$ cat src/hdl/erm_pkg.sv
`default_nettype none

package erm_pkg;

   // accumulator widths
   localparam int SSE_W  = 49;
   localparam int RSUM_W = 33;
   localparam int RSS_W  = 47;
   localparam int CNT_W  = 17;

   // serial multiplier: A up to 65 bits, B walked one bit per cycle
   localparam int MUL_A_W   = 65;
   localparam int MUL_B_W   = 32;
   localparam int MUL_P_W   = MUL_A_W + MUL_B_W;
   localparam int MUL_STEPS = MUL_B_W;

   // restoring divider
   localparam int DIV_N_W   = 98;
   localparam int DIV_D_W   = 80;
   localparam int DIV_STEPS = DIV_N_W;

   localparam logic [2:0] STAT_OK    = 3'd0;
   localparam logic [2:0] STAT_OVF   = 3'd1;
   localparam logic [2:0] STAT_DOF   = 3'd2;
   localparam logic [2:0] STAT_CONST = 3'd3;
   localparam logic [2:0] STAT_BOTH  = 3'd4;

   localparam logic [7:0] CSR_FEATURE_COUNT = 8'd0;
   localparam logic [7:0] CSR_DOF_OFFSET    = 8'd1;

   typedef enum logic [3:0] {
      ST_IDLE,
      ST_ACC_E,
      ST_ACC_Y,
      ST_M_SQ,
      ST_M_PROD,
      ST_M_SSEN,
      ST_M_AN,
      ST_M_AD,
      ST_D_MSE,
      ST_D_R2,
      ST_D_AR2,
      ST_OUT
   } erm_state_type;

   typedef struct packed {
      logic capture;
      logic add_e;
      logic add_y;
      logic clear;
   } erm_acc_ctl_type;

   typedef struct packed {
      logic [SSE_W-1:0]         sse;
      logic signed [RSUM_W-1:0] real_sum;
      logic [RSS_W-1:0]         rss;
      logic [CNT_W-1:0]         count;
      logic                     ovf;
   } erm_sums_type;

   // Q16.16 of 1 - num/den from quotient q = floor(num*2^16/den), saturated
   function automatic logic [31:0] one_minus(input logic [DIV_N_W-1:0] q,
                                              input logic rem_nz);
      logic [63:0] d64;
      logic [31:0] res;
      d64 = q[63:0] - 64'h10000;
      if (q[DIV_N_W-1:16] == '0) begin
         res = 32'h10000 - {16'b0, q[15:0]} - {31'b0, rem_nz};
      end else if ((|q[DIV_N_W-1:64]) || (d64 > 64'h80000000)) begin
         res = 32'h80000000;
      end else begin
         res = 32'h10000 - q[31:0];
      end
      return res;
   endfunction

endpackage

`default_nettype wire

$ cat src/hdl/erm_accum.sv
`default_nettype none

module erm_accum #(
   parameter int MAX_SAMPLES = 65536
) (
   input  wire                          clock,
   input  wire                          reset,
   input  wire erm_pkg::erm_acc_ctl_type ctl,
   input  wire logic signed [15:0]      real_value,
   input  wire logic signed [15:0]      predicted_value,
   output erm_pkg::erm_sums_type        sums
);

   logic signed [15:0] y_ff, p_ff;
   logic               full_ff, full_in;
   logic [erm_pkg::SSE_W-1:0]         sse_ff, sse_in;
   logic signed [erm_pkg::RSUM_W-1:0] rsum_ff, rsum_in;
   logic [erm_pkg::RSS_W-1:0]         rss_ff, rss_in;
   logic [erm_pkg::CNT_W-1:0]         cnt_ff, cnt_in;
   logic                              ovf_ff, ovf_in;

   logic signed [16:0] err;
   logic signed [16:0] op;
   logic signed [33:0] sq_full;
   logic [31:0]        sq;

   assign err     = 17'(y_ff) - 17'(p_ff);
   assign op      = ctl.add_e ? err : 17'(y_ff);
   assign sq_full = op * op;
   assign sq      = sq_full[31:0];

   always_comb begin
      full_in = full_ff;
      sse_in  = sse_ff;
      rsum_in = rsum_ff;
      rss_in  = rss_ff;
      cnt_in  = cnt_ff;
      ovf_in  = ovf_ff;
      if (ctl.capture) begin
         full_in = (cnt_ff == erm_pkg::CNT_W'(MAX_SAMPLES));
      end
      if (ctl.add_e) begin
         if (full_ff) begin
            ovf_in = 1'b1;
         end else begin
            sse_in  = sse_ff + erm_pkg::SSE_W'(sq);
            rsum_in = rsum_ff + erm_pkg::RSUM_W'(y_ff);
            cnt_in  = cnt_ff + 1'b1;
         end
      end
      if (ctl.add_y && !full_ff) begin
         rss_in = rss_ff + erm_pkg::RSS_W'(sq);
      end
      if (ctl.clear) begin
         sse_in  = '0;
         rsum_in = '0;
         rss_in  = '0;
         cnt_in  = '0;
         ovf_in  = 1'b0;
      end
   end

   always_ff @(posedge clock) begin
      if (ctl.capture) begin
         y_ff <= real_value;
         p_ff <= predicted_value;
      end
   end

   always_ff @(posedge clock) begin
      if (reset) begin
         full_ff <= 1'b0;
         sse_ff  <= '0;
         rsum_ff <= '0;
         rss_ff  <= '0;
         cnt_ff  <= '0;
         ovf_ff  <= 1'b0;
      end else begin
         full_ff <= full_in;
         sse_ff  <= sse_in;
         rsum_ff <= rsum_in;
         rss_ff  <= rss_in;
         cnt_ff  <= cnt_in;
         ovf_ff  <= ovf_in;
      end
   end

   assign sums.sse      = sse_ff;
   assign sums.real_sum = rsum_ff;
   assign sums.rss      = rss_ff;
   assign sums.count    = cnt_ff;
   assign sums.ovf      = ovf_ff;

endmodule

`default_nettype wire

$ cat src/hdl/erm_mul.sv
`default_nettype none

module erm_mul (
   input  wire                                clock,
   input  wire                                reset,
   input  wire                                start,
   input  wire logic [erm_pkg::MUL_A_W-1:0]   a,
   input  wire logic [erm_pkg::MUL_B_W-1:0]   b,
   output logic                               done,
   output logic [erm_pkg::MUL_P_W-1:0]        product
);

   logic [erm_pkg::MUL_P_W-1:0] acc_ff, acc_in;
   logic [erm_pkg::MUL_P_W-1:0] a_sh_ff, a_sh_in;
   logic [erm_pkg::MUL_B_W-1:0] b_ff, b_in;
   logic [$clog2(erm_pkg::MUL_STEPS)-1:0] cnt_ff, cnt_in;
   logic busy_ff, busy_in;
   logic done_ff, done_in;

   always_comb begin
      acc_in  = acc_ff;
      a_sh_in = a_sh_ff;
      b_in    = b_ff;
      cnt_in  = cnt_ff;
      busy_in = busy_ff;
      done_in = 1'b0;
      if (start) begin
         acc_in  = '0;
         a_sh_in = erm_pkg::MUL_P_W'(a);
         b_in    = b;
         cnt_in  = '0;
         busy_in = 1'b1;
      end else if (busy_ff) begin
         // shift-add, one multiplier bit a cycle
         if (b_ff[0]) begin
            acc_in = acc_ff + a_sh_ff;
         end
         a_sh_in = a_sh_ff << 1;
         b_in    = b_ff >> 1;
         cnt_in  = cnt_ff + 1'b1;
         if (cnt_ff == ($clog2(erm_pkg::MUL_STEPS))'(erm_pkg::MUL_STEPS - 1)) begin
            busy_in = 1'b0;
            done_in = 1'b1;
         end
      end
   end

   always_ff @(posedge clock) begin
      acc_in_hold: begin
         acc_ff  <= acc_in;
         a_sh_ff <= a_sh_in;
         b_ff    <= b_in;
         cnt_ff  <= cnt_in;
      end
   end

   always_ff @(posedge clock) begin
      if (reset) begin
         busy_ff <= 1'b0;
         done_ff <= 1'b0;
      end else begin
         busy_ff <= busy_in;
         done_ff <= done_in;
      end
   end

   assign done    = done_ff;
   assign product = acc_ff;

endmodule

`default_nettype wire

$ cat src/hdl/erm_div.sv
`default_nettype none

module erm_div (
   input  wire                                clock,
   input  wire                                reset,
   input  wire                                start,
   input  wire logic [erm_pkg::DIV_N_W-1:0]   num,
   input  wire logic [erm_pkg::DIV_D_W-1:0]   den,
   output logic                               done,
   output logic [erm_pkg::DIV_N_W-1:0]        quotient,
   output logic                               rem_nz
);

   logic [erm_pkg::DIV_N_W-1:0] num_ff, num_in;
   logic [erm_pkg::DIV_D_W-1:0] den_ff, den_in;
   logic [erm_pkg::DIV_D_W-1:0] rem_ff, rem_in;
   logic [erm_pkg::DIV_N_W-1:0] q_ff, q_in;
   logic [$clog2(erm_pkg::DIV_STEPS)-1:0] cnt_ff, cnt_in;
   logic busy_ff, busy_in;
   logic done_ff, done_in;

   logic [erm_pkg::DIV_D_W:0] rem_sh;
   logic [erm_pkg::DIV_D_W:0] diff;
   logic                      ge;

   assign rem_sh = {rem_ff, num_ff[erm_pkg::DIV_N_W-1]};
   assign diff   = rem_sh - {1'b0, den_ff};
   assign ge     = rem_sh >= {1'b0, den_ff};

   always_comb begin
      num_in  = num_ff;
      den_in  = den_ff;
      rem_in  = rem_ff;
      q_in    = q_ff;
      cnt_in  = cnt_ff;
      busy_in = busy_ff;
      done_in = 1'b0;
      if (start) begin
         num_in  = num;
         den_in  = den;
         rem_in  = '0;
         q_in    = '0;
         cnt_in  = '0;
         busy_in = 1'b1;
      end else if (busy_ff) begin
         // restoring step, one quotient bit a cycle
         num_in = num_ff << 1;
         rem_in = ge ? diff[erm_pkg::DIV_D_W-1:0] : rem_sh[erm_pkg::DIV_D_W-1:0];
         q_in   = {q_ff[erm_pkg::DIV_N_W-2:0], ge};
         cnt_in = cnt_ff + 1'b1;
         if (cnt_ff == ($clog2(erm_pkg::DIV_STEPS))'(erm_pkg::DIV_STEPS - 1)) begin
            busy_in = 1'b0;
            done_in = 1'b1;
         end
      end
   end

   always_ff @(posedge clock) begin
      num_ff <= num_in;
      den_ff <= den_in;
      rem_ff <= rem_in;
      q_ff   <= q_in;
      cnt_ff <= cnt_in;
   end

   always_ff @(posedge clock) begin
      if (reset) begin
         busy_ff <= 1'b0;
         done_ff <= 1'b0;
      end else begin
         busy_ff <= busy_in;
         done_ff <= done_in;
      end
   end

   assign done     = done_ff;
   assign quotient = q_ff;
   assign rem_nz   = |rem_ff;

endmodule

`default_nettype wire

$ cat src/hdl/regression_error_metrics_unit.sv
`default_nettype none

// Regression error metrics. Takes (real, predicted) Q8.8 pairs, keeps exact
// sums of squared residuals, reals and squared reals, and on the pair marked
// last returns one word: MSE (Q32.16), R squared and adjusted R squared
// (Q16.16, truncated toward zero, saturated), the pair count and a status
// code; the sums are then cleared. An ordinary pair is accepted, then
// accumulated in ACC_E and ACC_Y through one 17x17 squarer. A last pair
// then runs five products on a shift-add multiplier and three quotients on
// a restoring divider before the result word is loaded. req_stall is high
// while a pair is in work; a loaded result waits in its output register and
// holds back only the next result, not new pairs. csr_ready is always high;
// write registers only while idle.
module regression_error_metrics_unit #(
   parameter int MAX_SAMPLES = 65536,
   parameter int SAMPLE_BITS = 16
) (
   input  wire                clock,
   input  wire                reset,
   input  wire                req_valid,
   output logic               req_stall,
   input  wire logic signed [15:0] req_real_value,
   input  wire logic signed [15:0] req_predicted_value,
   input  wire                req_last_sample,
   output logic               rsp_valid,
   input  wire                rsp_stall,
   output logic [47:0]        rsp_mse,
   output logic signed [31:0] rsp_r_squared,
   output logic signed [31:0] rsp_adjusted_r_squared,
   output logic [16:0]        rsp_sample_count,
   output logic [2:0]         rsp_status,
   input  wire                csr_valid,
   output logic               csr_ready,
   input  wire logic [7:0]    csr_index,
   input  wire logic [7:0]    csr_data
);

   erm_pkg::erm_state_type   state_ff, state_in;
   erm_pkg::erm_acc_ctl_type ctl;
   erm_pkg::erm_sums_type    sums;

   logic [7:0] feature_count_ff, dof_offset_ff;
   logic       last_ff, last_in;

   logic signed [15:0] y_ext, p_ext;

   logic                           mul_start, mul_done;
   logic [erm_pkg::MUL_A_W-1:0]    mul_a;
   logic [erm_pkg::MUL_B_W-1:0]    mul_b;
   logic [erm_pkg::MUL_P_W-1:0]    mul_p;
   logic                           div_start, div_done, div_rnz;
   logic [erm_pkg::DIV_N_W-1:0]    div_num, div_q;
   logic [erm_pkg::DIV_D_W-1:0]    div_den;

   logic [63:0] s1sq_ff, s1sq_in;
   logic [62:0] prod_ff, prod_in;
   logic [64:0] ssen_ff, ssen_in;
   logic [62:0] dn_ff, dn_in;
   logic [81:0] an_ff, an_in;
   logic [79:0] ad_ff, ad_in;
   logic [47:0] mse_ff, mse_in;
   logic [31:0] r2_ff, r2_in;
   logic [31:0] ar2_ff, ar2_in;

   logic        rsp_valid_ff, rsp_valid_in;
   logic [47:0] rsp_mse_ff, rsp_mse_in;
   logic [31:0] rsp_r2_ff, rsp_r2_in;
   logic [31:0] rsp_ar2_ff, rsp_ar2_in;
   logic [16:0] rsp_cnt_ff, rsp_cnt_in;
   logic [2:0]  rsp_stat_ff, rsp_stat_in;
   logic        load;

   logic [31:0] ysq;
   logic [32:0] rs_neg;
   logic [17:0] kk;
   logic [16:0] nd;
   logic        dof_bad, const_bad;
   logic [63:0] dn_diff;

   // keep the low SAMPLE_BITS of each sample, sign-extended
   assign y_ext = {{(17 - SAMPLE_BITS){req_real_value[SAMPLE_BITS-1]}},
                   req_real_value[SAMPLE_BITS-2:0]};
   assign p_ext = {{(17 - SAMPLE_BITS){req_predicted_value[SAMPLE_BITS-1]}},
                   req_predicted_value[SAMPLE_BITS-2:0]};

   erm_accum #(.MAX_SAMPLES(MAX_SAMPLES)) u_accum (
      .clock           (clock),
      .reset           (reset),
      .ctl             (ctl),
      .real_value      (y_ext),
      .predicted_value (p_ext),
      .sums            (sums)
   );

   erm_mul u_mul (
      .clock   (clock),
      .reset   (reset),
      .start   (mul_start),
      .a       (mul_a),
      .b       (mul_b),
      .done    (mul_done),
      .product (mul_p)
   );

   erm_div u_div (
      .clock    (clock),
      .reset    (reset),
      .start    (div_start),
      .num      (div_num),
      .den      (div_den),
      .done     (div_done),
      .quotient (div_q),
      .rem_nz   (div_rnz)
   );

   assign rs_neg    = 33'(-sums.real_sum);
   assign ysq       = sums.real_sum[32] ? rs_neg[31:0] : sums.real_sum[31:0];
   assign kk        = {1'b0, sums.count} - {10'b0, feature_count_ff}
                      - {10'b0, dof_offset_ff};
   assign nd        = sums.count - {9'b0, dof_offset_ff};
   assign dof_bad   = kk[17] || (kk == '0);
   assign const_bad = (dn_ff == '0);
   assign dn_diff   = {1'b0, prod_ff} - s1sq_ff;

   always_comb begin
      state_in  = state_ff;
      ctl       = '0;
      last_in   = last_ff;
      mul_start = 1'b0;
      mul_a     = '0;
      mul_b     = '0;
      div_start = 1'b0;
      div_num   = '0;
      div_den   = '0;
      s1sq_in   = s1sq_ff;
      prod_in   = prod_ff;
      ssen_in   = ssen_ff;
      dn_in     = dn_ff;
      an_in     = an_ff;
      ad_in     = ad_ff;
      mse_in    = mse_ff;
      r2_in     = r2_ff;
      ar2_in    = ar2_ff;
      load      = 1'b0;
      unique case (state_ff)
         erm_pkg::ST_IDLE: begin
            if (req_valid) begin
               ctl.capture = 1'b1;
               last_in     = req_last_sample;
               state_in    = erm_pkg::ST_ACC_E;
            end
         end
         erm_pkg::ST_ACC_E: begin
            ctl.add_e = 1'b1;
            state_in  = erm_pkg::ST_ACC_Y;
         end
         erm_pkg::ST_ACC_Y: begin
            ctl.add_y = 1'b1;
            if (last_ff) begin
               mul_start = 1'b1;
               mul_a     = erm_pkg::MUL_A_W'(ysq);
               mul_b     = ysq;
               state_in  = erm_pkg::ST_M_SQ;
            end else begin
               state_in = erm_pkg::ST_IDLE;
            end
         end
         erm_pkg::ST_M_SQ: begin
            if (mul_done) begin
               s1sq_in   = mul_p[63:0];
               mul_start = 1'b1;
               mul_a     = erm_pkg::MUL_A_W'(sums.rss);
               mul_b     = erm_pkg::MUL_B_W'(sums.count);
               state_in  = erm_pkg::ST_M_PROD;
            end
         end
         erm_pkg::ST_M_PROD: begin
            if (mul_done) begin
               prod_in   = mul_p[62:0];
               mul_start = 1'b1;
               mul_a     = erm_pkg::MUL_A_W'(sums.sse);
               mul_b     = erm_pkg::MUL_B_W'(sums.count);
               state_in  = erm_pkg::ST_M_SSEN;
            end
         end
         erm_pkg::ST_M_SSEN: begin
            if (mul_done) begin
               ssen_in   = mul_p[64:0];
               // total sum of squares times n, clipped at zero
               dn_in     = ({1'b0, prod_ff} > s1sq_ff) ? dn_diff[62:0] : '0;
               mul_start = 1'b1;
               mul_a     = mul_p[64:0];
               mul_b     = erm_pkg::MUL_B_W'(nd);
               state_in  = erm_pkg::ST_M_AN;
            end
         end
         erm_pkg::ST_M_AN: begin
            if (mul_done) begin
               an_in     = mul_p[81:0];
               mul_start = 1'b1;
               mul_a     = erm_pkg::MUL_A_W'(dn_ff);
               mul_b     = erm_pkg::MUL_B_W'(kk[16:0]);
               state_in  = erm_pkg::ST_M_AD;
            end
         end
         erm_pkg::ST_M_AD: begin
            if (mul_done) begin
               ad_in     = mul_p[79:0];
               div_start = 1'b1;
               div_num   = erm_pkg::DIV_N_W'(sums.sse);
               div_den   = erm_pkg::DIV_D_W'(kk[16:0]);
               state_in  = erm_pkg::ST_D_MSE;
            end
         end
         erm_pkg::ST_D_MSE: begin
            if (div_done) begin
               mse_in    = (|div_q[erm_pkg::DIV_N_W-1:48]) ? '1 : div_q[47:0];
               div_start = 1'b1;
               div_num   = erm_pkg::DIV_N_W'({ssen_ff, 16'b0});
               div_den   = erm_pkg::DIV_D_W'(dn_ff);
               state_in  = erm_pkg::ST_D_R2;
            end
         end
         erm_pkg::ST_D_R2: begin
            if (div_done) begin
               r2_in     = erm_pkg::one_minus(div_q, div_rnz);
               div_start = 1'b1;
               div_num   = {an_ff, 16'b0};
               div_den   = ad_ff;
               state_in  = erm_pkg::ST_D_AR2;
            end
         end
         erm_pkg::ST_D_AR2: begin
            if (div_done) begin
               ar2_in   = erm_pkg::one_minus(div_q, div_rnz);
               state_in = erm_pkg::ST_OUT;
            end
         end
         erm_pkg::ST_OUT: begin
            if (!rsp_valid_ff || !rsp_stall) begin
               load      = 1'b1;
               ctl.clear = 1'b1;
               state_in  = erm_pkg::ST_IDLE;
            end
         end
         default: begin
            state_in = erm_pkg::ST_IDLE;
         end
      endcase
   end

   always_comb begin
      rsp_valid_in = load || (rsp_valid_ff && rsp_stall);
      rsp_mse_in   = rsp_mse_ff;
      rsp_r2_in    = rsp_r2_ff;
      rsp_ar2_in   = rsp_ar2_ff;
      rsp_cnt_in   = rsp_cnt_ff;
      rsp_stat_in  = rsp_stat_ff;
      if (load) begin
         rsp_cnt_in = sums.count;
         if (sums.ovf) begin
            rsp_stat_in = erm_pkg::STAT_OVF;
            rsp_mse_in  = '0;
            rsp_r2_in   = '0;
            rsp_ar2_in  = '0;
         end else begin
            priority if (dof_bad && const_bad) begin
               rsp_stat_in = erm_pkg::STAT_BOTH;
            end else if (dof_bad) begin
               rsp_stat_in = erm_pkg::STAT_DOF;
            end else if (const_bad) begin
               rsp_stat_in = erm_pkg::STAT_CONST;
            end else begin
               rsp_stat_in = erm_pkg::STAT_OK;
            end
            rsp_mse_in = dof_bad ? '0 : mse_ff;
            rsp_r2_in  = const_bad ? '0 : r2_ff;
            rsp_ar2_in = (const_bad || dof_bad) ? '0 : ar2_ff;
         end
      end
   end

   always_ff @(posedge clock) begin
      if (reset) begin
         state_ff         <= erm_pkg::ST_IDLE;
         rsp_valid_ff     <= 1'b0;
         feature_count_ff <= 8'd0;
         dof_offset_ff    <= 8'd1;
      end else begin
         state_ff     <= state_in;
         rsp_valid_ff <= rsp_valid_in;
         if (csr_valid && csr_index == erm_pkg::CSR_FEATURE_COUNT) begin
            feature_count_ff <= csr_data;
         end
         if (csr_valid && csr_index == erm_pkg::CSR_DOF_OFFSET) begin
            dof_offset_ff <= csr_data;
         end
      end
   end

   always_ff @(posedge clock) begin
      last_ff     <= last_in;
      s1sq_ff     <= s1sq_in;
      prod_ff     <= prod_in;
      ssen_ff     <= ssen_in;
      dn_ff       <= dn_in;
      an_ff       <= an_in;
      ad_ff       <= ad_in;
      mse_ff      <= mse_in;
      r2_ff       <= r2_in;
      ar2_ff      <= ar2_in;
      rsp_mse_ff  <= rsp_mse_in;
      rsp_r2_ff   <= rsp_r2_in;
      rsp_ar2_ff  <= rsp_ar2_in;
      rsp_cnt_ff  <= rsp_cnt_in;
      rsp_stat_ff <= rsp_stat_in;
   end

   assign req_stall              = (state_ff != erm_pkg::ST_IDLE);
   assign csr_ready              = 1'b1;
   assign rsp_valid              = rsp_valid_ff;
   assign rsp_mse                = rsp_mse_ff;
   assign rsp_r_squared          = rsp_r2_ff;
   assign rsp_adjusted_r_squared = rsp_ar2_ff;
   assign rsp_sample_count       = rsp_cnt_ff;
   assign rsp_status             = rsp_stat_ff;

endmodule

`default_nettype wire

$ cat config.mk
export PLATFORM = sky130hd
export DESIGN_NAME = regression_error_metrics_unit
export DESIGN_NICKNAME = d
export VERILOG_FILES = /design/src/hdl/erm_pkg.sv /design/src/hdl/erm_accum.sv /design/src/hdl/erm_mul.sv /design/src/hdl/erm_div.sv /design/src/hdl/regression_error_metrics_unit.sv
export SDC_FILE = /design/constraint.sdc
export NUM_CORES = 2
export LEC_CHECK = 0
export BUFFER_PORTS_ARGS = -buffer_cell sky130_fd_sc_hd__buf_2
export CORE_MARGIN = 2
export CORE_UTILIZATION = 56
export CTS_CLUSTER_DIAMETER = 30
export DETAILED_ROUTE_END_ITERATION = 6
export MAX_ROUTING_LAYER = met4
export PLACE_DENSITY = 0.79
export RECOVER_POWER = 50
export SKIP_CTS_REPAIR_TIMING = 1
export SLEW_MARGIN = 0
export SYNTH_ARGS = -nofsm -noshare
export SYNTH_HDL_FRONTEND = slang
export SYNTH_SLANG_ARGS = --single-unit
$ cat constraint.sdc
create_clock -name clock -period 28.7 [get_ports clock]
set_input_delay 1.435 -clock clock [delete_from_list [all_inputs] [get_ports clock]]
set_output_delay 1.435 -clock clock [all_outputs]
set_load 0.05 [all_outputs]
==> metrics.cfg <==
[die]
pin_count=189
num_rows=143
core-area_um2=151700
initial_core_util_pct=56.30
dieHeight_um=394.6
die_w_um=394.6
dieArea_um2=155700

[grt]
antenna_found_initial=5
grt_max_degree=161
grtUsageTotal_pct=31.26
grt_first_pass_wirelength_um=373800
grt_pass1_vias=65660
gr-total-overflow=0

[critical_path]
cp_slowest_cell=clkbuf_1
crit_arrival_ps=13480
worstSetupStartpointType=flip-flop
crit_path_frequent_cell=fa_1
timing.critical_path.required_ps=29470
slowest_delay_ps=1370
crit_path_end_kind=flip-flop
critPathKind=reg2reg
path_max_fanout=24

[layout]
final_common_cell=edfxtp_1
final_cell_mix=edfxtp_1, nand2_1, nor2_1
area_growth_pct=14.31
drive_above_1_share_pct=7.985
fillCellCount=11690
postLayoutCellArea_um2=97650
finish.utilization_pct=64.36
nets=9423

[sta]
fin_setup_tns_ps=0
slew_headroom_pct=-199.1
finalSetupViolCount=0
hold_viol=0
fin_crit_sh_pct=44.30
fin_skew_ps=134.6
worstMarginPinSlew_ps=4487
rsz0062_at_grt=no
fmax_ghz=0.07865
period_needed_ps=12710
slew_violations=1165

[detailed_routing]
dr.pass1.iters=7
top_layer=met4
vias=66970
met3_length_um=21750
wl_met1_um=96250
route.detailed.drc=0
drtAntennaViolNets=0
drt-vias-per-instance=6.144
drtIter0Drc=7402
routed_wl_um=241100
wl_per_cell_um=22.12
wl_met2_um=113700

[synth]
async_reset_ff_share_pct=0
synthSimpleGateAreaFrac_pct=13.83
synth_edf_count=969
synth_nets=9278
syn-instance-count=8496
seq_area_frac_synth_pct=44.89
synthTopCellsByArea=edfxtp_1, dfxtp_1, ha_1
ys_types=109
synth_top_area_cell=edfxtp_1
synth-xor-area-share_pct=4.511
ys_seq_elements=1431
synth_compound_area_share_pct=14.81
synth_warnings=0
synth_area_um2=85430
synth_top_family_by_area=compound AO/OA/AOI/OAI gates
synth-adder-area-share_pct=13.05
synth.top_cell.area_share_pct=34.06
synth-main-ff-cell=edfxtp_1
yosys-mux-area-fraction_pct=3.883
avgSynthCellArea_um2=10.05

[cts]
clk_latency_ps=970
numCtsBuffers=305
cts-htree-levels=5
cts.clk_slew.worst_paths_ps=50
cts_max_path_buffers=4
cts_tree=done
root_buffer=clkbuf_16
cts_sinks=1431

[placed_design]
place_hpwl_um=169600
globalplace.congestion=0.9876
placed_cell_area_um2=87810
io_buffers=187

[flow_run]
maxCapViolations=22

[run_status]
status=finished with violations
violations=capacitance limit, slew limit

[hold_path]
hold_class=reg2reg

state kept, by name, indices dropped and copies added, names as in the netlist, 33 cells and up:
register / flops
u_accum.rsum_ff: 33
u_div.quotient: 98
u_div.rem_ff: 80
u_div.num_ff: 98
ssen_ff: 65
an_ff: 82
s1sq_ff: 64
rsp_mse: 48
u_mul.a_sh_ff: 82
u_mul.product: 82
u_div.den_ff: 80
u_accum.rss_ff: 47
u_accum.sse_ff: 49
prod_ff: 63
ad_ff: 80
mse_ff: 48
dn_ff: 63
path summary, 6_finish.rpt:
kind,from,to,slack [ps],cells past startpoint
max,state_ff[1],u_accum.rss_ff[37],15990,33
min,mse_ff[37],rsp_mse[37],420,1
max reg2reg,state_ff[1],u_accum.rss_ff[37],15990,33
min reg2reg,mse_ff[37],rsp_mse[37],420,1
stage by stage:
stage	setup WS [ps]	hold WS, ps	cells
CTS	16580	424.5	10900
finish	15990	422.1	10900
global placement	16760	434.1	10360
floorplan	18470	406.4	8496
global route	15210	470.6	10900
detailed placement	16630	451.3	10360
cells by family (layout without fill, tap and decap cells):
family | count (synthesis) | after routing
DFF | 1431 | 1431
adders and majority gates | 728 | 728
and+or+nand+nor | 2522 | 2522
xor gates and xnor gates | 440 | 440
buffers and inverters | 1081 | 1452
AOI/OAI and AO/OA | 1962 | 1962
other | 1 | 4
muxes | 331 | 331
layer usage:
| layer | GRT usage (%) | vias to the layer above |
|---|---|---|
| met5 | - | - |
| met4 | 11.97 | 0 |
| met3 | 6.168 | 573 |
| met2 | 49.15 | 3251 |
| met1 | 40.01 | 32470 |
| li1 | - | 30680 |
synth_stat cells, types with 45 or more instances:
| library cell | instances |
|---|---|
| nor4_1 | 70 |
| o21a_1 | 59 |
| buf_1 | 47 |
| ha_1 | 456 |
| nand3_1 | 186 |
| and2_1 | 118 |
| nand2b_1 | 47 |
| nor2b_1 | 57 |
| or3_1 | 47 |
| nand2_1 | 771 |
| o21ai_0 | 367 |
| nor2_1 | 747 |
| or2_2 | 56 |
| edfxtp_1 | 969 |
| xnor2_1 | 252 |
| dfxtp_1 | 462 |
| a221o_1 | 45 |
| and3_1 | 98 |
| inv_1 | 660 |
| a211oi_1 | 96 |
| xor2_1 | 188 |
| nor3_1 | 128 |
| fa_1 | 272 |
| mux2i_1 | 330 |
| a22oi_1 | 87 |
| nand4_1 | 104 |
| a21o_1 | 220 |
| o21bai_1 | 87 |
| a21oi_1 | 584 |
| clkbuf_1 | 311 |
| a31oi_1 | 63 |
layout make-up:
| class | instances | area [um^2] | area share (%) |
|---|---|---|---|
| Antenna cell | 3 | 7.507 | 0.007688 |
| Timing Repair Buffer | 251 | 1182 | 1.211 |
| Sequential cell | 1431 | 38350 | 39.28 |
| Clock inverter | 167 | 1913 | 1.959 |
| Tap cell | 2030 | 2540 | 2.601 |
| Inverter | 668 | 2519 | 2.579 |
| Multi-Input combinational cell | 5984 | 42890 | 43.92 |
| Clock buffer | 366 | 8247 | 8.445 |
critical path: cells and delay by family, from the launching register on:
kind | cells | cell delay (ps)
AND/OR/NAND/NOR | 10 | 1750
flip-flops | 1 | 300
multiplexers | 1 | 1040
XOR/XNOR | 2 | 570
buffers and inverters | 7 | 2690
AO/OA/AOI/OAI | 5 | 2310
adder cells (fa/ha/maj) | 8 | 3860
Power is not shown: default switching activity piles up to over one toggle a cycle in this logic, so the estimate is an artifact.
